## src/rtl/core/lpht_pkg.sv

```systemverilog
`timescale 1ns / 1ps
// ----------------------------------------------------------------------------
// lpht_pkg
// Shared types and constants for the linear probing hash table: request
// codes, slot tags, controller states and the layout of one table entry.
// ----------------------------------------------------------------------------
package lpht_pkg;

  localparam int KEY_W   = 32;
  localparam int HASH_W  = 32;
  localparam int VALUE_W = 64;
  localparam int CMD_W   = 2;

  typedef enum logic [CMD_W-1:0] {
    CMD_SET    = 2'd0,
    CMD_GET    = 2'd1,
    CMD_REMOVE = 2'd2
  } cmd_t;

  typedef enum logic [1:0] {
    TAG_EMPTY = 2'd0,
    TAG_LIVE  = 2'd1,
    TAG_TOMB  = 2'd2
  } tag_t;

  typedef enum logic [1:0] {
    ST_CLEAR = 2'd0,
    ST_IDLE  = 2'd1,
    ST_HASH  = 2'd2,
    ST_PROBE = 2'd3
  } state_t;

  typedef struct packed {
    tag_t               tag;
    logic [KEY_W-1:0]   key;
    logic [VALUE_W-1:0] value;
  } slot_t;

endpackage

```

## src/rtl/core/lpht_hmod.sv

```systemverilog
`timescale 1ns / 1ps
// ----------------------------------------------------------------------------
// lpht_hmod
// Reduces a key hash to its home slot, hash mod CAPACITY. A power-of-two
// capacity takes the low bits, registered. Any other capacity uses a
// three-stage reciprocal reduction: estimate the quotient, take the
// remainder, then correct it with one compare and subtract.
// ----------------------------------------------------------------------------
module lpht_hmod #(
  parameter int CAPACITY = 256
) (
  input  logic                         clk,
  input  logic                         rst,
  input  logic                         start,
  input  logic [lpht_pkg::HASH_W-1:0]  hash,
  output logic                         done,
  output logic [$clog2(CAPACITY)-1:0]  slot
);
  import lpht_pkg::*;

  localparam int IDX_W = $clog2(CAPACITY);

  if ((CAPACITY & (CAPACITY - 1)) == 0) begin : g_pow2
    // Take the low bits of the hash
    always_ff @(posedge clk) begin
      if (rst) begin
        done <= 1'b0;
      end else begin
        done <= start;
      end
    end

    always_ff @(posedge clk) begin
      if (start) begin
        slot <= hash[IDX_W-1:0];
      end
    end
  end else begin : g_recip
    // Scaled reciprocal of the capacity; the quotient estimate it gives is
    // low by at most one, so the first remainder is below twice the capacity
    localparam logic [HASH_W-1:0] RECIP =
      HASH_W'((64'd1 << HASH_W) / 64'(CAPACITY));
    localparam logic [HASH_W-1:0] CAP = HASH_W'(CAPACITY);

    logic [2*HASH_W-1:0] prod;
    logic [HASH_W-1:0]   hash_q;
    logic [HASH_W-1:0]   quot;
    logic [HASH_W-1:0]   rem_est;
    logic [HASH_W-1:0]   rem_fix;
    logic                prod_vld;
    logic                rem_vld;
    logic [IDX_W-1:0]    slot_r;

    assign quot    = prod[2*HASH_W-1:HASH_W];
    assign rem_fix = (rem_est >= CAP) ? (rem_est - CAP) : rem_est;

    // Advance the valid marks through the three stages
    always_ff @(posedge clk) begin
      if (rst) begin
        prod_vld <= 1'b0;
        rem_vld  <= 1'b0;
        done     <= 1'b0;
      end else begin
        prod_vld <= start;
        rem_vld  <= prod_vld;
        done     <= rem_vld;
      end
    end

    // Estimate the quotient, take the remainder, then correct it once
    always_ff @(posedge clk) begin
      prod    <= (2*HASH_W)'(hash) * (2*HASH_W)'(RECIP);
      hash_q  <= hash;
      rem_est <= hash_q - quot * CAP;
      slot_r  <= rem_fix[IDX_W-1:0];
    end

    assign slot = slot_r;
  end

endmodule

```

## config.mk

```make
export PLATFORM = sky130hd
export DESIGN_NAME = lpht_hmod
export DESIGN_NICKNAME = d
export VERILOG_FILES = /design/src/rtl/core/lpht_pkg.sv /design/src/rtl/core/lpht_hmod.sv
export SDC_FILE = /design/constraint.sdc
export NUM_CORES = 1
export LEC_CHECK = 0
export BUFFER_PORTS_ARGS = -buffer_cell sky130_fd_sc_hd__buf_2
export CAP_MARGIN = 5
export CORE_AREA = 2 2 39 41
export DETAILED_ROUTE_END_ITERATION = 16
export DIE_AREA = 0 0 41 43
export GPL_TIMING_DRIVEN = 0
export HOLD_SLACK_MARGIN = 0.02
export PLACE_DENSITY_LB_ADDON = 0.2
export SLEW_MARGIN = 40
export SYNTH_ARGS = -nofsm -noshare
export SYNTH_HDL_FRONTEND = slang
export SYNTH_SLANG_ARGS = --single-unit
```

## constraint.sdc

```tcl
create_clock -name clk -period 1.1 [get_ports clk]
set_input_delay 0.22 -clock clk [delete_from_list [all_inputs] [get_ports clk]]
set_output_delay 0.22 -clock clk [all_outputs]
set_load 0.01 [all_outputs]
```

==> results of run 1 <==
==> metrics by stage <==
stage | area (sq um) | utilization
final | 415.4 | 0.3002
after global routing | 415.4 | 0.3002
after CTS | 415.4 | 0.3002
after detailed placement | 389.1 | 0.2812
after global placement | 389.1 | 0.2812
after floorplan | 274.0 | -
==> synthesized netlist by cell type <==
| cell type | instances |
|---|---|
| sky130_fd_sc_hd__dfxtp_1 | 1 |
| sky130_fd_sc_hd__edfxtp_1 | 8 |
| sky130_fd_sc_hd__nor2b_4 | 1 |
==> cell usage in the layout, fill, tap and decap left out, drive strengths merged <==
master	instances
buf	19
clkbuf	4
dfxtp	1
edfxtp	8
nor2b	1
==> state kept, by name (all words and copies together), names as in the netlist <==
register  count
slot          8
done          1
==> power groups by stage <==
stage          clock (W)  combinational, W  sequential, W
2_1_floorplan          0        0.00000322       0.000429
3_3_place_gp           0         0.0000634       0.000412
3_5_place_dp           0         0.0000644       0.000413
4_1_cts         0.000252         0.0000645       0.000406
5_1_grt         0.000266         0.0000690       0.000407
6_report        0.000240         0.0000632       0.000405
==> routing by layer <==
metal | vias to the layer above | global-route usage
met5 | - | 0
met4 | 0 | 0.06000
met3 | 0 | 0.03141
met2 | 6 | 0.09688
met1 | 82 | 0.03704
li1 | 84 | -
==> cell families after synthesis <==
family | count (synthesis) | synth area share
flip-flops | 9 | 0.9498
AND/OR/NAND/NOR | 1 | 0.05022
==> worst max-delay path by stage <==
stage               endpoint  slack [ns]  depth (start not counted)
floorplan            slot[0]        0.49                          0
global placement     slot[7]        0.37                          1
detailed placement   slot[5]        0.36                          1
CTS                  slot[4]        0.10                          1
global route         slot[4]        0.09                          1
finish               slot[4]        0.12                          1
==> cell type report <==
cell class,instances,area share
well taps,16,0.04819
flip-flops and latches,9,0.6265
multi-input cells,1,0.03313
clock buffers,4,0.06325
repair buffers,19,0.2289
==> PnR_summary.wiki, run 1 <==
{| class="wikitable"
! Metric !! Value
|-
| Unique cell type count in the Yosys netlist || 3
|-
| Cell accounting for the most synthesized area || sky130_fd_sc_hd__edfxtp_1
|-
| # placed instances || 45
|-
| Post-layout instance count excluding filler cells || 49
|-
| Type of the worst setup path || flop to output port
|-
| Max-cap viol count || 0
|-
| Worst-case headroom to the max-slew limit || 0.8741
|-
| #FFs+latches synth || 9
|-
| Overall fraction of global-route tracks in use || 0.05804
|-
| Placeable core area || 1384 sq um
|-
| Crit-path max cell delay || 0.36 ns
|-
| Count of nets left with antenna violations after detail routing || 0
|-
| Ranking of synthesized cells by area || sky130_fd_sc_hd__edfxtp_1 (88%), sky130_fd_sc_hd__dfxtp_1 (7.3%), sky130_fd_sc_hd__nor2b_4 (5.0%)
|-
| Die width || 41 um
|-
| Shortest period the worst path allows || 0.9797 ns
|-
| Result of the run || finished, final reports clean
|-
| Met1 Wirelength || 124 um
|-
| Post-CTS setup buffer count || 0
|-
| Resized Gates After CTS || 0
|-
| Clock transition at the register clock pins on the worst setup and hold paths after CTS || 0.06 ns
|-
| Final weighted congestion in routability-driven placement || approximately 0.54
|-
| Top cell family by delay on the critical path || flip-flops
|-
| Wirelength, routed || 454 um
|-
| Fin. Hold Viols || 0
|-
| FF/Latch Area || about 260 sq um
|-
| Overall via count from detail_route || around 170
|-
| Number of global-route vias before repair || between 150 and 200
|-
| I/O pin total || 44
|-
| Setup TNS after final layout || 0 ns
|-
| Power after layout || approximately 0.0007 W
|-
| Number of antenna violations at the first check in global routing || 0
|-
| Final count of negative-setup-slack endpoints || 0
|-
| Max-slew violation count || 0
|-
| Hold Startpoint || hash[7]
|-
| Clock share of power || 0.339
|-
| Internal Pwr Total || 0.0005706 W
|-
| Slew of the pin with the lowest slew margin || 0.1888 ns
|-
| Timing startpoint of the critical path || slot[4]
|-
| Wire length of the first global-routing pass || 621 um
|-
| Fin nets || 69
|-
| Worst-path fanout max || 1
|-
| Hold Path Cell Cnt || 1
|-
| Effective utilization at floorplan || 0.1980
|-
| Combinational cell fraction of total power || 0.089
|-
| Net Sw Power || 0.0001380 W
|-
| Number of vias per cell || 3.510
|-
| End point of the most critical hold path || slot[7]
|-
| Final Worst Setup Slack || 0.1204 ns
|-
| Synth Area per Inst || 27.40 sq um
|-
| Sw frac || 0.1948
|-
| CP Capture Type || output port
|-
| Count of synthesis-stage warnings from yosys || 0
|-
| Kind of start point of the critical path || flop
|-
| Filler instances || 140
|-
| Die height || roughly 43 um
|-
| CTS buffer count || 3
|-
| Share of layout cells above drive strength 1 || 0.6970
|-
| Top layer reached by signal wires || met3
|-
| CTS tree || built
|-
| Remaining design rule violation count || 0
|-
| Footprint of the multi-input gates || 13.76 sq um
|-
| Tcrit/Tclk final || 0.8906
|-
| Synthesized cell area || 274.0 sq um
|-
| RSZ-0062 raised after global routing || no
|-
| Portion of synthesized cell area occupied by the leading cell type || 0.8767
|-
| Mapped Nets || 45
|-
| Total number of placement rows || 14
|-
| Maximum number of pins on one net before global-route repair || 10
|-
| Required time of the critical path || roughly 0.88 ns
|-
| Synthesized netlist cell count || 10
|-
| Slowest library cell on the worst path || sky130_fd_sc_hd__edfxtp_1
|-
| Sequential area share after synthesis || 0.9498
|-
| Area growth from synthesis to layout || 51.60%
|-
| Antenna Cells || 0
|-
| Routed WL per cell || 9.265 um
|-
| Max Root-Sink Buffers || 2
|-
| Number of port buffers || 19
|-
| Die area || 1763 sq um
|-
| Remaining global-route overflow || 0
|-
| Areal power density over the cells || 1706 nW/um^2
|-
| Hold-fix buffers at CTS || 0
|-
| Num Clock Sinks || 9
|-
| Data arrival, critical path || 0.76 ns
|-
| Critical path buffers and inverters || 1
|-
| Number of design-rule violations left by the first detailed-router iteration || 2
|-
| Minimum hold slack || approximately 0.14 ns
|-
| CTS HTree Levels || 1
|-
| Class of the worst hold path || primary input to flop
|-
| Leak Pwr || between 0.15 and 0.2 nW
|-
| Met3 routed wirelength || 42 um
|-
| Dpl ws || about 0.36 ns
|-
| Maximum operating frequency || a little over 1 GHz
|-
| Sequential cell fraction of total power || 0.572
|-
| Met2 wire len || 288 um
|-
| Iteration count of the initial detailed-routing pass || 4
|-
| Clock root buffer || sky130_fd_sc_hd__clkbuf_4
|-
| Ordered list of cells on the worst path || buf_2
|-
| Worst vdd rail ir drop || approximately 0.56 mV
|}
Power figures use the tool's default switching activity.
==> run 2, diff against run 1 <==
--- a/config.mk
+++ b/config.mk
@@ -5,6 +5,8 @@
 export SDC_FILE = /design/constraint.sdc
 export NUM_CORES = 1
 export LEC_CHECK = 0
+export ABC_AREA = 1
+export ABC_CLOCK_PERIOD_IN_PS = 1100
 export BUFFER_PORTS_ARGS = -buffer_cell sky130_fd_sc_hd__buf_2
 export CAP_MARGIN = 5
 export CORE_AREA = 2 2 39 41
==> run 2 against run 1 <==
- global-route usage increased by 1.1 points
- sequential share of layout area increased by 0.57 points
- sequential power about the same
- maximum frequency decreased by 0.65%
- die area unchanged
- design area decreased by 0.90%
- worst hold slack got worse by 0.016 ns
- synthesized area decreased by 1.4%
- highest routed layer unchanged
==> PnR_summary.wiki, run 2 <==
{| class="wikitable"
! Metric !! Value
|-
| Result of the run || finished, final reports clean
|-
| Overall fraction of global-route tracks in use || 0.06932 (+0.01127)
|-
| Top cell family by delay on the critical path || flip-flops
|-
| Mux contribution to synthesized area || 0 (unchanged)
|-
| Cell accounting for the most synthesized area || sky130_fd_sc_hd__edfxtp_1
|-
| #FFs+latches synth || 9 (unchanged)
|-
| Largest family of logic cells by synthesized area || simple AND/OR/NAND/NOR gates
|-
| CP Capture Type || output port
|-
| Sequential area share after synthesis || 0.9630 (+0.01319)
|-
| Final count of negative-setup-slack endpoints || 0 (unchanged)
|-
| Routed WL per cell || 10.00 um (+7.9%)
|-
| Critical path buffers and inverters || 1 (unchanged)
|-
| Number of vias per cell || 3.560 (+1.4%)
|-
| Post-layout instance count excluding filler cells || 50 (+2.0%)
|-
| I/O pin total || 44 (unchanged)
|-
| Clock root buffer || sky130_fd_sc_hd__clkbuf_4
|-
| Area growth from synthesis to layout || 52.32%
|-
| Class of the worst hold path || primary input to flop
|-
| Type of the worst setup path || flop to output port
|-
| Wire length of the first global-routing pass || 717 um (+15%)
|-
| Max-cap viol count || 0 (unchanged)
|-
| Fin nets || 70 (+1.4%)
|-
| Crit-path max cell delay || 0.37 ns (about the same)
|-
| Most frequent cells after synthesis || sky130_fd_sc_hd__edfxtp_1 (8), sky130_fd_sc_hd__dfxtp_1 (1), sky130_fd_sc_hd__inv_1 (1), sky130_fd_sc_hd__nor2_2 (1)
|-
| Remaining design rule violation count || 0 (unchanged)
|-
| Leading cell type in the layout, fill and taps excluded || sky130_fd_sc_hd__buf_2
|-
| Die area || 1763 sq um (unchanged)
|-
| Wirelength, routed || 500 um (+10%)
|-
| Final core occ || 0.2975 (-0.002713)
|-
| Worst vdd rail ir drop || 0.5359 mV (-3.4%)
|-
| Number of global-route vias before repair || 202 (+22%)
|-
| Synthesized netlist cell count || 11 (+1)
|-
| Post-synthesis compound-gate area fraction || 0 (unchanged)
|-
| Total number of placement rows || 14 (unchanged)
|-
| Ys async rst share || 0 (unchanged)
|-
| Kind of start point of the critical path || flop
|-
| Count of synthesis-stage warnings from yosys || 0 (unchanged)
|-
| Primary flip-flop cell chosen by synthesis mapping || sky130_fd_sc_hd__edfxtp_1
|-
| Filler instances || 143 (+2.1%)
|-
| Hold-fix buffers at CTS || 0 (unchanged)
|-
| Number of antenna violations at the first check in global routing || 0 (unchanged)
|-
| Xor-xnor portion of the synthesized cell area || 0 (unchanged)
|-
| Portion of synthesized cell area occupied by the leading cell type || 0.8889 (+0.01218)
|-
| Effective utilization at floorplan || 0.1953 (-0.002713)
|-
| Required time of the critical path || 0.88 ns (about the same)
|-
| Synthesized cell area || 270.3 sq um (-1.4%)
|-
| Antenna Cells || 0 (unchanged)
|-
| Max Root-Sink Buffers || 2 (unchanged)
|-
| Post-CTS setup buffer count || 0 (unchanged)
|-
| Mapped Nets || 46 (+2.2%)
|-
| Maximum number of pins on one net before global-route repair || 10 (unchanged)
|-
| Slowest library cell on the worst path || sky130_fd_sc_hd__edfxtp_1
|-
| FF/Latch Area || 260.3 sq um (unchanged)
|-
| Remaining global-route overflow || 0 (unchanged)
|-
| Largest registers in the final layout || slot: 8 flops, done: 1 flops
|-
| Count leader, synth || sky130_fd_sc_hd__edfxtp_1
|-
| Footprint of the multi-input gates || 6.256 sq um (-55%)
|-
| Worst-path fanout max || 1 (unchanged)
|-
| Count of nets left with antenna violations after detail routing || 0 (unchanged)
|-
| Ranking of synthesized cells by area || sky130_fd_sc_hd__edfxtp_1 (89%), sky130_fd_sc_hd__dfxtp_1 (7.4%), sky130_fd_sc_hd__nor2_2 (2.3%)
|-
| Data arrival, critical path || 0.77 ns (about the same)
|-
| CTS HTree Levels || 1 (unchanged)
|-
| Post-Synth Simple-Gate Area || 0.02315 (-0.02708)
|-
| Die width || 41 um (unchanged)
|-
| Synth Area per Inst || 24.57 sq um (-10%)
|-
| Setup TNS after final layout || 0 ns (unchanged)
|-
| Num Clock Sinks || 9 (unchanged)
|-
| Number of design-rule violations left by the first detailed-router iteration || 0 (-2)
|-
| Leak Pwr || 0.1844 nW (about the same)
|-
| Overall via count from detail_route || 178 (+3.5%)
|-
| Placeable core area || 1384 sq um (unchanged)
|-
| Minimum hold slack || 0.1259 ns (-0.01632 ns)
|-
| Fin. Hold Viols || 0 (unchanged)
|-
| Slew of the pin with the lowest slew margin || 0.1972 ns (+0.008306 ns)
|-
| Highest-count cells in the layout ignoring fill and taps || sky130_fd_sc_hd__buf_2 (19), sky130_fd_sc_hd__edfxtp_1 (8), sky130_fd_sc_hd__clkbuf_4 (3)
|-
| Iteration count of the initial detailed-routing pass || 1 (-3)
|-
| Max-slew violation count || 0 (unchanged)
|-
| Unique cell type count in the Yosys netlist || 4 (+1)
|-
| Share of layout cells above drive strength 1 || 0.6765 (-0.02050)
|-
| Tcrit/Tclk final || 0.8964 (+0.005807)
|-
| Final weighted congestion in routability-driven placement || 0.5317 (-1.6%)
|-
| # placed instances || 46 (+2.2%)
|-
| Ordered list of cells on the worst path || buf_2
|-
| Most flops, register || slot
|-
| Fraction of the mapped netlist area in adder cells || 0 (unchanged)
|-
| Maximum operating frequency || 1.014 GHz (-0.65%)
|-
| Die height || 43 um (unchanged)
|-
| CTS buffer count || 3 (unchanged)
|-
| Resized Gates After CTS || 0 (unchanged)
|-
| Flip-flop count of the largest register after layout || 8 (unchanged)
|-
| Areal power density over the cells || 1729 nW/um^2 (+1.4%)
|-
| Number of port buffers || 19 (unchanged)
|-
| Clock transition at the register clock pins on the worst setup and hold paths after CTS || 0.06 ns (about the same)
|-
| CTS tree || built
|-
| Shortest period the worst path allows || 0.9860 ns (+0.006388 ns)
|-
| RSZ-0062 raised after global routing || no
|-
| Worst-case headroom to the max-slew limit || 0.8686 (-0.005537)
|-
| Number of enable flip-flop cells after synthesis || 8 (unchanged)
|}
## run 2: metrics by stage
stage	area [sq um]	worst slack (ns)	total power, W
finish	411.6	0.1140	0.0007119
global route	411.6	0.07878	0.0007564
detailed placement	385.4	0.3505	0.0004769
floorplan	270.3	0.4862	0.0004311
global placement	385.4	0.3607	0.0004740
CTS	411.6	0.09648	0.0007303
## run 2: path summary, 6_finish.rpt
kind | from | endpoint | cells after the start
max | slot[6] | slot[6] | 1
min | rst | done | 2
## run 2: metal layers
layer	vias up	global-route usage	part of all wire
met5	-	0	0
met4	0	0.08000	0
met3	0	0.03141	0.086
met2	9	0.1125	0.59
met1	81	0.04730	0.32
li1	88	-	-
## run 2: final cells by class
type	instances	share of cell area
multi-input cells	1	0.01520
well taps	16	0.04863
flip-flops and latches	9	0.6322
clock buffers	4	0.06383
inverters	1	0.009119
repair buffers	19	0.2310
## run 2: kinds of logic after synthesis
kind of cell | count (synthesis)
buf+inv | 1
flops | 9
simple gates | 1
## run 2: power breakdown
group          switching, W  internal (W)
sequential       0.00000503      0.000400
combinational     0.0000326     0.0000295
clock              0.000105      0.000139
total              0.000143      0.000569
==> run 3, diff against run 2 <==
--- a/config.mk
+++ b/config.mk
@@ -5,7 +5,7 @@
 export SDC_FILE = /design/constraint.sdc
 export NUM_CORES = 1
 export LEC_CHECK = 0
-export ABC_AREA = 1
+export ABC_AREA = 0
 export ABC_CLOCK_PERIOD_IN_PS = 1100
 export BUFFER_PORTS_ARGS = -buffer_cell sky130_fd_sc_hd__buf_2
 export CAP_MARGIN = 5
@@ -14,7 +14,6 @@
 export DIE_AREA = 0 0 41 43
 export GPL_TIMING_DRIVEN = 0
 export HOLD_SLACK_MARGIN = 0.02
-export PLACE_DENSITY_LB_ADDON = 0.2
 export SLEW_MARGIN = 40
 export SYNTH_ARGS = -nofsm -noshare
 export SYNTH_HDL_FRONTEND = slang
==> run 3 against run 2 <==
- die area unchanged
- wire length rose by 0.20%
- flip-flop and latch count stayed put
- sequential share of layout area shrank 0.57 points
- first-iteration DRC count grew 5
- worst setup slack worse by 0.0087 ns
- clock power about the same
- largest cell class unchanged
- largest power group unchanged
==> PnR_summary.wiki, run 3 (synthesis results as in run 1) <==
{| class="wikitable"
! Metric !! Value
|-
| Clock root buffer || sky130_fd_sc_hd__clkbuf_4
|-
| Shortest period the worst path allows || 0.9947 ns (+0.008671 ns)
|-
| Worst-path fanout max || 1 (unchanged)
|-
| Areal power density over the cells || 1727 nW/um^2 (-0.13%)
|-
| Required time of the critical path || 0.88 ns (about the same)
|-
| Count of nets left with antenna violations after detail routing || 0 (unchanged)
|-
| Maximum operating frequency || 1.005 GHz (-0.87%)
|-
| Number of design-rule violations left by the first detailed-router iteration || 5 (+5)
|-
| Leak Pwr || 0.1845 nW (about the same)
|-
| Placeable core area || 1384 sq um (unchanged)
|-
| Minimum hold slack || 0.1383 ns (+0.01245 ns)
|-
| Wire length of the first global-routing pass || 752 um (+4.9%)
|-
| Leading cell type in the layout, fill and taps excluded || sky130_fd_sc_hd__buf_2
|-
| I/O pin total || 44 (unchanged)
|-
| Iteration count of the initial detailed-routing pass || 2 (+1)
|-
| Most flops, register || slot
|-
| Fin. Hold Viols || 0 (unchanged)
|-
| Resized Gates After CTS || 0 (unchanged)
|-
| Power after layout || 0.0007174 W (+0.78%)
|-
| Final weighted congestion in routability-driven placement || 0.6026 (+13%)
|-
| Clock transition at the register clock pins on the worst setup and hold paths after CTS || 0.06 ns (about the same)
|-
| Number of port buffers || 19 (unchanged)
|-
| Final count of negative-setup-slack endpoints || 0 (unchanged)
|-
| Filler instances || 150 (+4.9%)
|-
| Data arrival, critical path || 0.77 ns (about the same)
|-
| CTS tree || built
|-
| Hold-fix buffers at CTS || 0 (unchanged)
|-
| Hold Path Cell Cnt || 1 (-1)
|-
| Number of vias per cell || 3.592 (+0.89%)
|-
| # placed instances || 45 (-2.2%)
|-
| Overall via count from detail_route || 176 (-1.1%)
|-
| Die area || 1763 sq um (unchanged)
|-
| Post-CTS setup buffer count || 0 (unchanged)
|-
| Hold Startpoint || hash[2]
|-
| Class of the worst hold path || primary input to flop
|-
| Total number of placement rows || 14 (unchanged)
|-
| Critical path depth in cells || 1 (unchanged)
|-
| RSZ-0062 raised after global routing || no
|-
| Antenna Cells || 0 (unchanged)
|-
| Post-layout instance count excluding filler cells || 49 (-2.0%)
|-
| Slowest library cell on the worst path || sky130_fd_sc_hd__edfxtp_1
|-
| Number of antenna violations at the first check in global routing || 0 (unchanged)
|-
| Final core occ || 0.3002 (+0.002713)
|-
| Flip-flop count of the largest register after layout || 8 (unchanged)
|-
| CP Capture Type || output port
|-
| Highest-count cells in the layout ignoring fill and taps || sky130_fd_sc_hd__buf_2 (19), sky130_fd_sc_hd__edfxtp_1 (8), sky130_fd_sc_hd__clkbuf_4 (3)
|-
| Remaining global-route overflow || 0 (unchanged)
|-
| Num Clock Sinks || 9 (unchanged)
|-
| Overall fraction of global-route tracks in use || 0.07317 (+0.003854)
|-
| Result of the run || finished, final reports clean
|-
| Routed WL per cell || 10.22 um (+2.2%)
|-
| Die height || 43 um (unchanged)
|-
| Maximum number of pins on one net before global-route repair || 10 (unchanged)
|-
| Fin nets || 69 (-1.4%)
|-
| Slew of the pin with the lowest slew margin || 0.1927 ns (-0.004432 ns)
|-
| End point of the most critical hold path || slot[2]
|-
| Crit-path max cell delay || 0.37 ns (about the same)
|-
| Max Root-Sink Buffers || 2 (unchanged)
|-
| Kind of start point of the critical path || flop
|-
| FF/Latch Area || 260.3 sq um (unchanged)
|-
| Top cell family by delay on the critical path || flip-flops
|-
| Effective utilization at floorplan || 0.1980 (+0.002713)
|-
| Remaining design rule violation count || 0 (unchanged)
|-
| Largest registers in the final layout || slot: 8 flops, done: 1 flops
|-
| CTS buffer count || 3 (unchanged)
|-
| Critical path buffers and inverters || 1 (unchanged)
|-
| Worst vdd rail ir drop || 0.7001 mV (+31%)
|-
| Max-cap viol count || 0 (unchanged)
|-
| Max-slew violation count || 0 (unchanged)
|-
| CTS HTree Levels || 1 (unchanged)
|-
| Wirelength, routed || 501 um (+0.20%)
|-
| Number of global-route vias before repair || 172 (-15%)
|-
| Footprint of the multi-input gates || 13.76 sq um (+120%)
|-
| Die width || 41 um (unchanged)
|-
| Setup TNS after final layout || 0 ns (unchanged)
|-
| Share of layout cells above drive strength 1 || 0.6970 (+0.02050)
|-
| Tcrit/Tclk final || 0.9043 (+0.007883)
|-
| Worst-case headroom to the max-slew limit || 0.8715 (+0.002954)
|-
| Area growth from synthesis to layout || 51.60%
|-
| Ordered list of cells on the worst path || buf_2
|-
| Type of the worst setup path || flop to output port
|}
[run 3: cell count changes in the layout (fill, tap and decap cells not counted), sizes merged]
| cell | previous run | this run |
|---|---|---|
| inv | 1 | 0 |
| nor2 | 1 | 0 |
| nor2b | 0 | 1 |
[run 3: stage by stage]
stage                     worst slack (ns)  instance area (sq um)
final                               0.1053                  415.4
after global routing               0.05831                  415.4
after CTS                          0.08603                  415.4
after detailed placement            0.3562                  389.1
after global placement              0.3712                  389.1
after floorplan                     0.4862                  274.0
[run 3: how the worst max path moves through the flow]
stage          startpoint  endpoint  slack, ns
5_1_grt           slot[1]   slot[1]       0.06
3_3_place_gp        start   slot[2]       0.37
6_report          slot[1]   slot[1]       0.11
4_1_cts           slot[1]   slot[1]       0.09
2_1_floorplan     slot[0]   slot[0]       0.49
3_5_place_dp        start   slot[2]       0.36
[run 3: final cells by class]
class,instances,area share
timing repair buffer,19,0.2289
multi-input combinational,1,0.03313
sequential,9,0.6265
clock buffer,4,0.06325
tap,16,0.04819
[run 3: metal layers]
metal / GRT usage / vias up / wire length, um
met3: 0.06283 / 2 / 111
met5: 0 / - / 0
li1: - / 84 / -
met2: 0.07188 / 20 / 151
met4: 0.08000 / 0 / 6
met1: 0.08361 / 70 / 232
[run 3: report_power, final]
| part | total [W] | internal (W) | switching, W | leakage [nW] |
|---|---|---|---|---|
| sequential | 0.000405 | 0.000400 | 0.00000521 | 0.0866 |
| clock | 0.000247 | 0.000139 | 0.000108 | 0.0150 |
| combinational | 0.0000645 | 0.0000314 | 0.0000331 | 0.0828 |
| total | 0.000717 | 0.000571 | 0.000146 | 0.184 |
